`src/rtl/core/sapc_pkg.sv`:
```
// Shared constants, codes and types of the source-address packet counter.
`default_nettype none
package sapc_pkg;

	localparam int TABLE_DEPTH = 256;
	localparam int ADDR_W      = 32;
	localparam int CNT_W       = 32;
	localparam int USED_W      = $clog2(TABLE_DEPTH + 1);
	localparam int ENTRIES_W   = 9;
	localparam int GROUP_SIZE  = 16;
	localparam int NUM_GROUPS  = (TABLE_DEPTH + GROUP_SIZE - 1) / GROUP_SIZE;
	localparam int PAD_DEPTH   = NUM_GROUPS * GROUP_SIZE;

	typedef logic [1:0] req_t;
	localparam req_t REQ_COUNT = 2'd0;
	localparam req_t REQ_QUERY = 2'd1;
	localparam req_t REQ_CLEAR = 2'd2;
	localparam req_t REQ_RSVD  = 2'd3;

	typedef logic [2:0] status_t;
	localparam status_t ST_INCREMENTED = 3'd0;
	localparam status_t ST_INSERTED    = 3'd1;
	localparam status_t ST_FOUND       = 3'd2;
	localparam status_t ST_NOT_FOUND   = 3'd3;
	localparam status_t ST_OWN_SKIPPED = 3'd4;
	localparam status_t ST_TABLE_FULL  = 3'd5;
	localparam status_t ST_CLEARED     = 3'd6;

	typedef struct packed {
		logic [ADDR_W-1:0] key;
		logic              inc;
		logic              ins;
	} cell_ctrl_t;

endpackage
`default_nettype wire

```
`src/rtl/core/sapc_group.sv`:
```
// Registered reduction of the match flags and matched counts of one group of cells.
`default_nettype none
module sapc_group
	import sapc_pkg::*;
(
	input  wire logic                                clk,
	input  wire logic [GROUP_SIZE-1:0]               eq,
	input  wire logic [GROUP_SIZE-1:0][CNT_W-1:0]    cnt,
	output logic                                     hit_s2,
	output logic [CNT_W-1:0]                         cnt_s2
);

	logic [CNT_W-1:0] cnt_or;

	always_comb begin
		cnt_or = '0;
		for (int k = 0; k < GROUP_SIZE; k++) begin
			cnt_or = cnt_or | cnt[k];
		end
	end

	always_ff @(posedge clk) begin
		hit_s2 <= |eq;
		cnt_s2 <= cnt_or;
	end

endmodule
`default_nettype wire

```
`config.mk`:
```
export PLATFORM = sky130hd
export DESIGN_NAME = sapc_group
export DESIGN_NICKNAME = d
export VERILOG_FILES = /design/src/rtl/core/sapc_pkg.sv /design/src/rtl/core/sapc_group.sv
export SDC_FILE = /design/constraint.sdc
export NUM_CORES = 1
export LEC_CHECK = 0
export BUFFER_PORTS_ARGS = -buffer_cell sky130_fd_sc_hd__buf_4
export CAP_MARGIN = 20
export CORE_AREA = 5 5 216 218
export DETAILED_ROUTE_END_ITERATION = 10
export DIE_AREA = 0 0 221 223
export PLACE_DENSITY = 0.3
export SLEW_MARGIN = 20
export SYNTH_ARGS = -nofsm -noshare
export SYNTH_HDL_FRONTEND = slang
export SYNTH_SLANG_ARGS = --single-unit
```
`constraint.sdc`:
```
create_clock -name clk -period 0.9 [get_ports clk]
set_input_delay 0.27 -clock clk [delete_from_list [all_inputs] [get_ports clk]]
set_output_delay 0.27 -clock clk [all_outputs]
set_load 0.1 [all_outputs]
```
**Yosys cells after proc, flatten, opt, wreduce, memory -nomap -nowiden**

Cells that the tools add are included.

- Bitwise operators: 15
- Reduce and logical (&&, ||, !) cells: 1

Operator list:

| cell | number |
|---|---|
| 32-bit OR | 15 |
| 16-bit OR reduction | 1 |

- Flip-flop bits (word level): 33
- Input port bits: 529
- Output and inout bits: 33
- Word-level logic and storage cells: 18

**Depth between registers and ports, before layout**

- Depth after elaboration: 15
- Gate-level depth with buffers: 2
- Depth with buffers taken out: 2

**Worst setup path after synthesis**

OpenSTA, ideal clock, no wires.

- Kind: register to output
- Start: register cnt_s2[0]
- End: output cnt_s2[0]
- Arrival: 0.909 ns
- Data required time: 0.630 ns
- Setup slack: -0.279 ns
- Stages on the path, launching flop included: 1
- Path buffers: 0
- Cells stage by stage: dfxtp_1

RTL lines:

| what | RTL line | RTL |
|---|---|---|
| start, declared | sapc_group.sv:10 | `output logic [CNT_W-1:0] cnt_s2` |
| start signal, assigned | sapc_group.sv:24 | `cnt_s2 <= cnt_or;` |

No word-level cell between the ends.

**Worst setup path after layout**

- Start: register cnt_s2[13]
- End: output cnt_s2[13]

No word-level cell between the ends.

==> results.toml <==
[timing]
post-route-min-period_ps = 1139
rsz0062_at_grt = "yes"
holdWs_ps = 152.1
drv_slew = 0
tightest_slew_ps = 473.3
period_share_pct = 126.5
final-setup-viol-count = 34
slew_headroom_pct = 68.16
report.final.hold_viol_count = 0
timing.final.ws_setup_ps = -238.5
max_freq_ghz = 0.8783

[cells_and_area]
diodes = 0
final_common_cell = "buf_4"
fillers = 5087
final_cell_mix = "543 x buf_4, 129 x nor4_1, 33 x nand4_1, 33 x buf_12, 31 x dfxtp_2"
final_util_pct = 16.53
stdcell_count = 1381
final_nets = 1310
final_cell_area_um2 = 7388
drive_gt1_share_pct = 79.13
area_growth_pct = 336.4

[worst_setup_path]
required_ps = 630
cp_slowest_cell = "dfxtp_4"
start_kind = "flop"
arrival_ps = 870
crit_family = "flip-flops"
cp.buffers_inverters = 1
max_stage_delay_ps = 360
cp_max_fo = 1
worstPathCellList = "buf_12"
critPathKind = "reg2out"
end_kind = "output port"

[routing]
drc = 0
vias = 4291
dr_wl_met3_mm = 2.121
wl_met1_mm = 7.160
highest_layer = "met4"
drtPass1Iterations = 4
routed_wl_mm = 22.04
drt.antenna.violating_nets = 0
drt_iter0_drc = 88
vias_per_cell = 3.107
wl_per_cell_um = 15.96
met2WireLength_mm = 12.09

[die]
dieArea_um2 = 49280
num_rows = 78
dieHeight_um = 223
coreArea_um2 = 44700
ios = 562
initial_core_util_pct = 3.787
dieWidth_um = 221

[place]
io_buffer_count = 561
dp_slack_ps = -513.2
dpl_cell_area_um2 = 6822
place_inst = 1374
hpwl_mm = 20.45
place_congestion = 0.8789

[global_routing]
grt_max_degree = 10
antenna_found_initial = 0
grt_first_pass_wirelength_mm = 30.86
grt_usage_pct = 8.509
overflow = 0
grt_pass1_vias = 4987

[outcome]
violations = "negative setup slack"
status = "finished, violations left"

[flow_run]
maxCapViolCount = 0

[clock_tree]
h-tree-depth = 2
clkSinkCount = 33
cts.path.max_buffers = 2
post_cts_buffers = 0
root_buffer = "clkbuf_16"
cts_buffers = 5
hold_buffers = 0
cts_tree = "yes"
clkTransAtPathRegs_ps = 60

[pwr]
combPwrFrac_pct = 37.1
p_leak_nw = 3.359
p_sw_mw = 1.317
switching_share_pct = 24.47
powerDensity_nw_per_um2 = 728.5
ir_worst_vdd_mv = 0.4787
clock_power_share_pct = 35.9
internal-power_mw = 4.065
power_frac_seq_pct = 27.0

[yosys]
synth_fp_nets = 727
synth_cell_types = 3
syn_avg_cell_area_um2 = 8.550
synth_seq_cells = 33
synth_seq_area_share_pct = 39.02
synth-warning-count = 0
syn_inst = 198
synthesis.area_um2 = 1693

[worst_hold_path]
hold_path.class = "in2reg"
==> metal layers <==
metal,track usage [%],vias up
li1,-,2089
met1,7.954,1852
met2,16.22,326
met3,3.579,24
met4,3.601,0
met5,0,-
==> registers in the layout, indices dropped and copies added (netlist names) <==
signal and cells:
cnt_s2 32, hit_s2 1
==> final cells by class <==
cell class / instances / area [µm²] / share of cell area [%]
Tap cell: 600 / 750.7 / 10.16
Sequential cell: 33 / 706.9 / 9.568
Clock buffer: 7 / 142.6 / 1.931
Timing Repair Buffer: 576 / 4737 / 64.12
Multi-Input combinational cell: 165 / 1051 / 14.23
==> cells in the mapped netlist <==
cell,number,share of area [%]
nor4_1,132,49
dfxtp_1,33,39
nand4_1,33,12
==> power by group through the flow <==
stage	combinational, mW	sequential [mW]	clock (mW)
2_1_floorplan	0.107	1.49	0
3_3_place_gp	2.00	1.49	0
3_5_place_dp	2.01	1.49	0
4_1_cts	2.01	1.45	2.20
5_1_grt	2.14	1.45	2.20
6_report	1.99	1.45	1.93
==> cells by family after synthesis <==
kind of cell | after synthesis | synth area share, %
and+or+nand+nor | 165 | 60.98
DFF | 33 | 39.02
==> stage by stage <==
step	setup TNS, ps	power (mW)
finish	-6564	5.382
global route	-8010	5.792
CTS	-8033	5.660
detailed placement	-4904	3.497
global placement	-5250	3.488
floorplan	0	1.599
==> path summary, 6_finish.rpt <==
kind                  startpoint  depth (start not counted)  slack (ps)    endpoint
worst max-delay path  cnt_s2[13]                          1        -240  cnt_s2[13]
worst min-delay path    cnt[497]                          3         150  cnt_s2[17]
==> what timing repair did <==
item                       in CTS  in global routing
setup endpoints to repair      34                 34
pin swaps                       0                  0
resized for setup              99                  2
hold endpoints to repair        0                  0
(Power assumes the default switching activity.)
