`config.mk`:
```
export PLATFORM = sky130hd
export DESIGN_NAME = sapc_cell
export DESIGN_NICKNAME = d
export VERILOG_FILES = /design/src/rtl/core/sapc_pkg.sv /design/src/rtl/core/sapc_cell.sv
export SDC_FILE = /design/constraint.sdc
export NUM_CORES = 1
export LEC_CHECK = 0
export BUFFER_PORTS_ARGS = -buffer_cell sky130_fd_sc_hd__buf_2
export CORE_MARGIN = 1
export CORE_UTILIZATION = 35
export DETAILED_ROUTE_END_ITERATION = 6
export GPL_TIMING_DRIVEN = 0
export HOLD_SLACK_MARGIN = 0.02
export PLACE_DENSITY = 0.67
export REMOVE_ABC_BUFFERS = 1
export SLEW_MARGIN = 20
export SYNTH_ARGS = -nofsm -noshare
export SYNTH_HDL_FRONTEND = slang
export SYNTH_SLANG_ARGS = --single-unit
```
`constraint.sdc`:
```
create_clock -name clk -period 5.9 [get_ports clk]
set_clock_uncertainty 0.1 [all_clocks]
set_input_delay 1.475 -clock clk [delete_from_list [all_inputs] [get_ports clk]]
set_output_delay 1.475 -clock clk [all_outputs]
set_load 0.01 [all_outputs]
```
`src/rtl/core/sapc_pkg.sv`:
```
// Shared constants, codes and types of the source-address packet counter.
`default_nettype none
package sapc_pkg;

	localparam int TABLE_DEPTH = 256;
	localparam int ADDR_W      = 32;
	localparam int CNT_W       = 32;
	localparam int USED_W      = $clog2(TABLE_DEPTH + 1);
	localparam int ENTRIES_W   = 9;
	localparam int GROUP_SIZE  = 16;
	localparam int NUM_GROUPS  = (TABLE_DEPTH + GROUP_SIZE - 1) / GROUP_SIZE;
	localparam int PAD_DEPTH   = NUM_GROUPS * GROUP_SIZE;

	typedef logic [1:0] req_t;
	localparam req_t REQ_COUNT = 2'd0;
	localparam req_t REQ_QUERY = 2'd1;
	localparam req_t REQ_CLEAR = 2'd2;
	localparam req_t REQ_RSVD  = 2'd3;

	typedef logic [2:0] status_t;
	localparam status_t ST_INCREMENTED = 3'd0;
	localparam status_t ST_INSERTED    = 3'd1;
	localparam status_t ST_FOUND       = 3'd2;
	localparam status_t ST_NOT_FOUND   = 3'd3;
	localparam status_t ST_OWN_SKIPPED = 3'd4;
	localparam status_t ST_TABLE_FULL  = 3'd5;
	localparam status_t ST_CLEARED     = 3'd6;

	typedef struct packed {
		logic [ADDR_W-1:0] key;
		logic              inc;
		logic              ins;
	} cell_ctrl_t;

endpackage
`default_nettype wire

```
`src/rtl/core/sapc_cell.sv`:
```
// One table cell: holds an address and its count, compares against the key and shifts on insert.
`default_nettype none
module sapc_cell
	import sapc_pkg::*;
(
	input  wire logic              clk,
	input  wire cell_ctrl_t        ctrl,
	input  wire logic              occupied,
	input  wire logic              left_lt,
	input  wire logic [ADDR_W-1:0] left_addr,
	input  wire logic [CNT_W-1:0]  left_cnt,
	output logic [ADDR_W-1:0]      addr_q,
	output logic [CNT_W-1:0]       cnt_q,
	output logic                   lt_s1,
	output logic                   eq_s1,
	output logic [CNT_W-1:0]       cnt_s1
);

	logic eq;

	assign eq = occupied && (addr_q == ctrl.key);

	always_ff @(posedge clk) begin
		lt_s1  <= occupied && (addr_q < ctrl.key);
		eq_s1  <= eq;
		cnt_s1 <= eq ? cnt_q : '0;
	end

	always_ff @(posedge clk) begin
		if (ctrl.inc && eq_s1) begin
			cnt_q <= cnt_q + CNT_W'(1);
		end else if (ctrl.ins && !lt_s1) begin
			if (left_lt) begin
				addr_q <= ctrl.key;
				cnt_q  <= CNT_W'(1);
			end else begin
				addr_q <= left_addr;
				cnt_q  <= left_cnt;
			end
		end
	end

endmodule
`default_nettype wire

```
==> After elaboration in Yosys (flattened, before gate mapping) <==
Index checks and enable logic that the tools add are counted.
{ "totals": {"ff_bits": 98} }
{ "op_classes": {"n_addsub": 1, "magnitude_cmp": 1, "n_mux": 4, "reduce_logical": 7, "eq_ne": 1, "n_bitwise": 1} }
{ "op_table": {"columns": ["cell", "n"], "rows": [
  ["$mux W32", 4],
  ["$add A32 B1 Y32 const B", 1],
  ["$eq A32 B32 Y1", 1],
  ["$lt A32 B32 Y1", 1],
  ["$logic_and A1 B1 Y1", 4],
  ["$reduce_and A2 Y1", 1],
  ["$reduce_bool A2 Y1", 1],
  ["$logic_not A1 Y1", 1],
  ["$not A1 Y1", 1]
]} }

==> Longest topological paths before layout <==
Gate-level depths: netlist of the first run.
{ "depth": {"depth_word": 4, "mapped_depth": 8} }

==> Least setup slack after synthesis of the first run <==
Ideal clock, no wire load.
{ "synth_timing": {"kind": "input to register", "from": "input ctrl[1] in the netlist's numbering", "to": "register addr_q[0], enable pin", "stages": 3, "n_path_buf": 1, "setup_slack_ps": 2195, "arrival_time_ps": 3184, "path_cell_list": "and2_1 -> clkbuf_1 -> nor2_1"} }
{ "synth_via": {"elab_chain_len": 3} }
{ "synth_rtl": {"columns": ["element", "line_no", "rtl"], "rows": [
  ["from (decl)", "sapc_cell.sv:7", "input wire cell_ctrl_t ctrl,"],
  ["$logic_and A1 B1 Y1", "sapc_cell.sv:30", "if (ctrl.inc && eq_s1) begin"],
  ["$not A1 Y1 (no line)", null, null],
  ["$reduce_and A2 Y1 (no line)", null, null],
  ["to (signal assigned)", "sapc_cell.sv:34", "addr_q <= ctrl.key;"],
  ["to (signal assigned)", "sapc_cell.sv:37", "addr_q <= left_addr;"],
  ["to (decl)", "sapc_cell.sv:12", "output logic [ADDR_W-1:0] addr_q,"]
]} }
Every way passes these cells.
A chain may end at the register's enable or synchronous reset.

==> Final worst setup path of the first run <==
{ "layout_timing": {"from": "input ctrl[16] in the netlist's numbering", "to": "register cnt_s1[26]"} }
{ "layout_via": {"elab_chain_len": 2} }
{ "layout_rtl": {"columns": ["element", "line_no", "rtl"], "rows": [
  ["$eq A32 B32 Y1", "sapc_cell.sv:21", "assign eq = occupied && (addr_q == ctrl.key);"],
  ["$logic_and A1 B1 Y1", "sapc_cell.sv:21", null],
  ["to (signal assigned)", "sapc_cell.sv:26", "cnt_s1 <= eq ? cnt_q : '0;"],
  ["to (decl)", "sapc_cell.sv:16", "output logic [CNT_W-1:0] cnt_s1"]
]} }
Every way passes these cells.

==> flow_summary.ini, run 1 <==
[synthesis]
synth.largest_area_cell = edfxtp_1
synth_seq_cells = 98
synthTopCellsByArea = edfxtp_1, dfxtp_1, ha_1
synth-seq-area-share_pct = 51.7
synth-warning-count = 0
async_reset_ff_share_pct = 0
synth_area_sq_mm = 0.00504
synthFlopType = edfxtp_1
avgSynthCellArea_sq_um = 11.1
syn_inst = 455
synth_most_common_cell = edfxtp_1
synth_cell_types = 38
synth_top_area_share_pct = 38.1
synth_edf_count = 64
synthTopCellsByCount = edfxtp_1, nand3_1, dfxtp_1, inv_1, o21ai_0

[global_route]
track_usage_pct = 17.6
gr-total-overflow = 0
grt_max_degree = 36
grt_pass1_vias = 4020
grt_antenna_before_repair = 0
grt_pass1_wl_um = 20000

[clock_network]
clkLatencyLatePin_ns = 0.35
ctsResizeCount = 0
clkTransAtPathRegs_ns = 0.06
htreeDepth = 3
cts_root_buf = clkbuf_16
clock_path_buffers = 2
cts_inserted_buffers = 9
cts_tree = done
cts_setup_buffers = 0
clock-sinks = 98
hold_buffers = 0

[run]
drv_cap = 0

[timing]
fin_crit_sh_pct = 58.2
slew_viol_final = 0
fin_ws_ns = 2.47
max_freq_mhz = 291
holdWs_ns = 0.439
setup_violations = 0
worst_pin_slew_ns = 1.03
rsz0062_at_grt = no
fin_crit_ns = 3.43
finalHoldViolations = 0
setup_tns_ns = 0
maxSlewHeadroom_pct = 31.6

[die]
ios = 199
row_count = 43
coreArea_sq_mm = 0.0140
initial_core_util_pct = 36.0
die_w_um = 122
fp.dieArea_sq_mm = 0.0149
fp.dieH_um = 122

[run_status]
outcome = completed

[critical_path]
endpoint_kind = flop
critical_path_class = in -> reg
max_stage_delay_ns = 0.57
critPathBufInv = 2
critPathMaxFanout = 33
rr_worst_depth = 6
crit_top_cell = nand4_1
worstPathRequired_ns = 6.08
path_delay_family = simple AND/OR/NAND/NOR gates
worst-r2r-setup-slack_ns = 3.31
arrival_ns = 3.61
cp_slowest_cell = nor2_4
r2r-end = cnt_s1[26]
crit_chain = buf_2, inv_1, ha_1, nand4_1, nor4_1, nand4_1, nor2_4, and2_1
cp-start-kind = input port
r2r-start = addr_q[14]

[power]
swShare_pct = 24.8
combPwrFrac_pct = 13.4
p_int_w = 0.00122
p_per_area_mw_per_mm2 = 247
p_sw_w = 0.000401
clkPwrFrac_pct = 36.6
p_leak_nw = 2.99
total_power_w = 0.00162
p_seq_share_pct = 50.0
irDropWorstVdd_mv = 0.124

[detailed_routing]
wl_per_cell_um = 15.5
drtAntennaViolNets = 0
first_pass_iters = 4
vias = 4127
viasPerCell = 4.98
dr.first_iter.drc_count = 190
maxUsedRoutingLayer = met4
finalWirelength_um = 12900
wl_met1_um = 5580
wl_met2_um = 6000
drc = 0
route.met3.wl_um = 1100

[cells_and_area]
final_nets = 778
fillCellCount = 1324
area_growth_syn_to_layout_pct = 30.1
layout-drive-gt1-share_pct = 39.3
antennaDiodeCount = 0

[placement]
dp_slack_ns = 2.04
gp_congestion = 0.787
dp_hpwl_um = 9620
io_buffers = 198

[min_path]
hold_end = cnt_s1[31]
hold_class = reg -> reg
worstHoldStart = cnt_q[31]
holdPathStages = 1
metal layers:
layer | track usage (%) | up-vias
met4 | 7.18 | 0
met5 | 0 | -
met2 | 29.0 | 174
met1 | 21.7 | 1912
met3 | 4.54 | 12
li1 | - | 2029
worst reg2reg max path: cells and delay by family, from the launching register on:
kind                       cells  cell delay, ns
and+or+nand+nor                5            1.70
DFF                            1            0.39
adders and majority gates      1            0.34
sequential cells by signal, indices dropped and copies added, names as in the netlist:
| register | cells |
|---|---|
| lt_s1 | 1 |
| cnt_s1 | 32 |
| eq_s1 | 1 |
| addr_q | 32 |
| cnt_q | 32 |
how the worst max path moves through the flow:
stage,slack (ns),cells after the start,startpoint,end
after global routing,2.27,8,ctrl[16],cnt_s1[26]
after global placement,0.96,3,ctrl[1],cnt_q[17]
after detailed placement,2.04,8,ctrl[16],cnt_s1[26]
final,2.47,8,ctrl[16],cnt_s1[26]
after floorplan,2.11,2,ctrl[1],cnt_q[0]
after CTS,2.40,8,ctrl[16],cnt_s1[26]
kinds of logic after synthesis:
group | after synthesis | share of synthesized area (%)
AO/OA/AOI/OAI | 60 | 6.56
XOR/XNOR | 26 | 4.52
adder cells (fa/ha/maj) | 33 | 8.19
buffers and inverters | 57 | 4.59
flip-flops | 98 | 51.7
multiplexers | 32 | 7.15
AND/OR/NAND/NOR | 149 | 17.3
power by group through the flow:
stage                     clock network, W  registers, W  logic (W)
after floorplan                          0      0.000833  0.0000951
after global placement                   0      0.000823   0.000204
after detailed placement                 0      0.000824   0.000219
after CTS                         0.000612      0.000809   0.000220
after global routing              0.000638      0.000814   0.000244
final                             0.000592      0.000809   0.000217
area by class of cell:
cell class / instances / area (sq um) / area share (%)
multi-input combinational: 300 / 2220 / 33.9
timing repair buffer: 201 / 1070 / 16.4
clock inverter: 3 / 18.8 / 0.286
tap: 180 / 225 / 3.44
sequential: 98 / 2600 / 39.7
inverter: 34 / 128 / 1.95
clock buffer: 13 / 283 / 4.31
per-stage QoR:
stage | utilization, % | cell area (sq um) | std cells
6_report | 46.9 | 6560 | 829
5_1_grt | 46.9 | 6560 | 829
4_1_cts | 46.9 | 6560 | 829
3_5_place_dp | 44.7 | 6250 | 813
3_3_place_gp | 44.0 | 6150 | 810
2_1_floorplan | - | 4930 | 432
placed cells by master, fill, tap and decap left out, drive strengths merged, types with 17 or more instances in the layout:
master  count
inv        34
mux2       32
edfxtp     64
buf       201
o21ai      34
dfxtp      34
and2       33
xor2       23
nand4      17
nand2      18
ha         33
nand3      46
(Power assumes the default switching activity.)
==> run 2: changes to the inputs <==
--- a/config.mk
+++ b/config.mk
@@ -11,7 +11,7 @@
 export DETAILED_ROUTE_END_ITERATION = 6
 export GPL_TIMING_DRIVEN = 0
 export HOLD_SLACK_MARGIN = 0.02
-export PLACE_DENSITY = 0.67
+export PLACE_DENSITY = 0.69
 export REMOVE_ABC_BUFFERS = 1
 export SLEW_MARGIN = 20
 export SYNTH_ARGS = -nofsm -noshare
==> constraint.sdc (replaced) <==
create_clock -name clk -period 3.1 [get_ports clk]
set_clock_uncertainty 0.1 [all_clocks]
set_input_delay 0.775 -clock clk [delete_from_list [all_inputs] [get_ports clk]]
set_output_delay 0.775 -clock clk [all_outputs]
set_load 0.01 [all_outputs]
==> flow_summary.ini, run 2 (same netlist as run 1, synthesis figures left out) <==
[timing]
rsz0062_at_grt = no
fin_crit_sh_pct = 90.3
fin_crit_ns = 2.80
slew_viol_final = 0
max_freq_mhz = 357
worst_pin_slew_ns = 1.05
finalHoldViolations = 0
setup_violations = 0
holdWs_ns = 0.456
maxSlewHeadroom_pct = 29.9
fin_ws_ns = 0.301

[clock_network]
cts_setup_buffers = 0
clkLatencyLatePin_ns = 0.35
hold_buffers = 0
clkTransAtPathRegs_ns = 0.07
ctsResizeCount = 0
cts_tree = done
clock-sinks = 98
cts_inserted_buffers = 9
cts_root_buf = clkbuf_16
htreeDepth = 3
clock_path_buffers = 2

[die]
row_count = 43
fp.dieH_um = 122
coreArea_sq_mm = 0.0140
die_w_um = 122
ios = 199
initial_core_util_pct = 36.0
fp.dieArea_sq_mm = 0.0149

[run]
drv_cap = 0

[critical_path]
cp-start-kind = input port
cp_slowest_cell = nor2_4
endpoint_kind = flop
max_stage_delay_ns = 0.60
crit_top_cell = nand4_1
rr_worst_depth = 6
worstPathRequired_ns = 3.29
arrival_ns = 2.98
crit_chain = buf_2, inv_1, ha_1, nand4_1, nor4_1, nand4_1, nor2_4, and2_1
cp_num_cells = 8
path_delay_family = simple AND/OR/NAND/NOR gates
critPathBufInv = 2
critPathMaxFanout = 33
critical_path_class = in -> reg

[global_route]
grt_max_degree = 38
grt_pass1_vias = 4028
met1_usage_pct = 20.5
grt_busiest_layer = met2
grt_antenna_before_repair = 0
grt_pass1_wl_um = 20100
gr-total-overflow = 0
track_usage_pct = 17.7
grt_use_met2_pct = 31.1
grtUsageMet3_pct = 5.10

[cells_and_area]
layout-drive-gt1-share_pct = 39.5
final_cells = 828
final_common_cell = buf_2
area_growth_syn_to_layout_pct = 29.7
post-route-util_pct = 46.7
final_cell_mix = buf_2, edfxtp_1, nand3_1
reg_top3 = addr_q x32, cnt_q x32, cnt_s1 x32
final_nets = 778
antennaDiodeCount = 0

[detailed_routing]
viasPerCell = 5.01
wl_per_cell_um = 15.9
first_pass_iters = 4
drc = 0
dr.first_iter.drc_count = 332
drtAntennaViolNets = 0
vias = 4152
finalWirelength_um = 13200

[run_status]
outcome = completed

[power]
irDropWorstVdd_mv = 0.251
total_power_w = 0.00305
p_leak_nw = 2.98
p_per_area_mw_per_mm2 = 466

[placement]
io_buffers = 198
placed_cells = 813
gp_congestion = 0.854
dp_slack_ns = -0.116
dp_hpwl_um = 9790

[min_path]
hold_class = reg -> reg
holdPathStages = 1
## run 2: cell types whose count changed in the layout (fill, tap and decap cells not counted)
cell / before / now
buf_12: 0 / 1
buf_16: 3 / 2
clkbuf_1: 2 / 0
clkbuf_16: 11 / 10
clkbuf_8: 0 / 1
clkinv_4: 1 / 0
clkinvlp_4: 0 / 2
## run 2: per-stage QoR
stage	TNS, ns	cell area [sq um]
2_1_floorplan	0	4930
3_3_place_gp	-91.74	6150
3_5_place_dp	-3.09	6250
4_1_cts	0	6540
5_1_grt	0	6540
6_report	0	6540
## run 2: metal layers
| metal | part of all wire, % | up-vias |
|---|---|---|
| met4 | 1.5 | 0 |
| met2 | 49 | 161 |
| met3 | 8.1 | 20 |
| li1 | - | 2020 |
| met5 | 0 | - |
| met1 | 41 | 1951 |
## run 2: area by class of cell
type	count	area, sq um
tap	180	225
multi-input combinational	300	2220
inverter	34	128
timing repair buffer	201	1070
fill	1292	7450
clock inverter	4	25.0
sequential	98	2600
clock buffer	11	264
## run 2: worst register-to-register path, cell delays in order (launching register included)
cell and delay (ns):
edfxtp_1 0.42, ha_1 0.33, nand4_1 0.16, nor4_1 0.50, nand4_1 0.25, nor2_4 0.60
and2_1 0.24
## run 2: power breakdown
part	total (W)	switching [W]	internal, W
registers	0.00154	0.0000658	0.00148
clock network	0.00109	0.000485	0.000608
logic	0.000413	0.000213	0.000200
## run 2: path summary, 6_finish.rpt
check / start / endpoint / slack (ns)
max: ctrl[16] / cnt_s1[0] / 0.30
min: cnt_q[5] / cnt_s1[5] / 0.46
max reg2reg: addr_q[13] / cnt_s1[0] / 0.44
min reg2reg: cnt_q[5] / cnt_s1[5] / 0.46
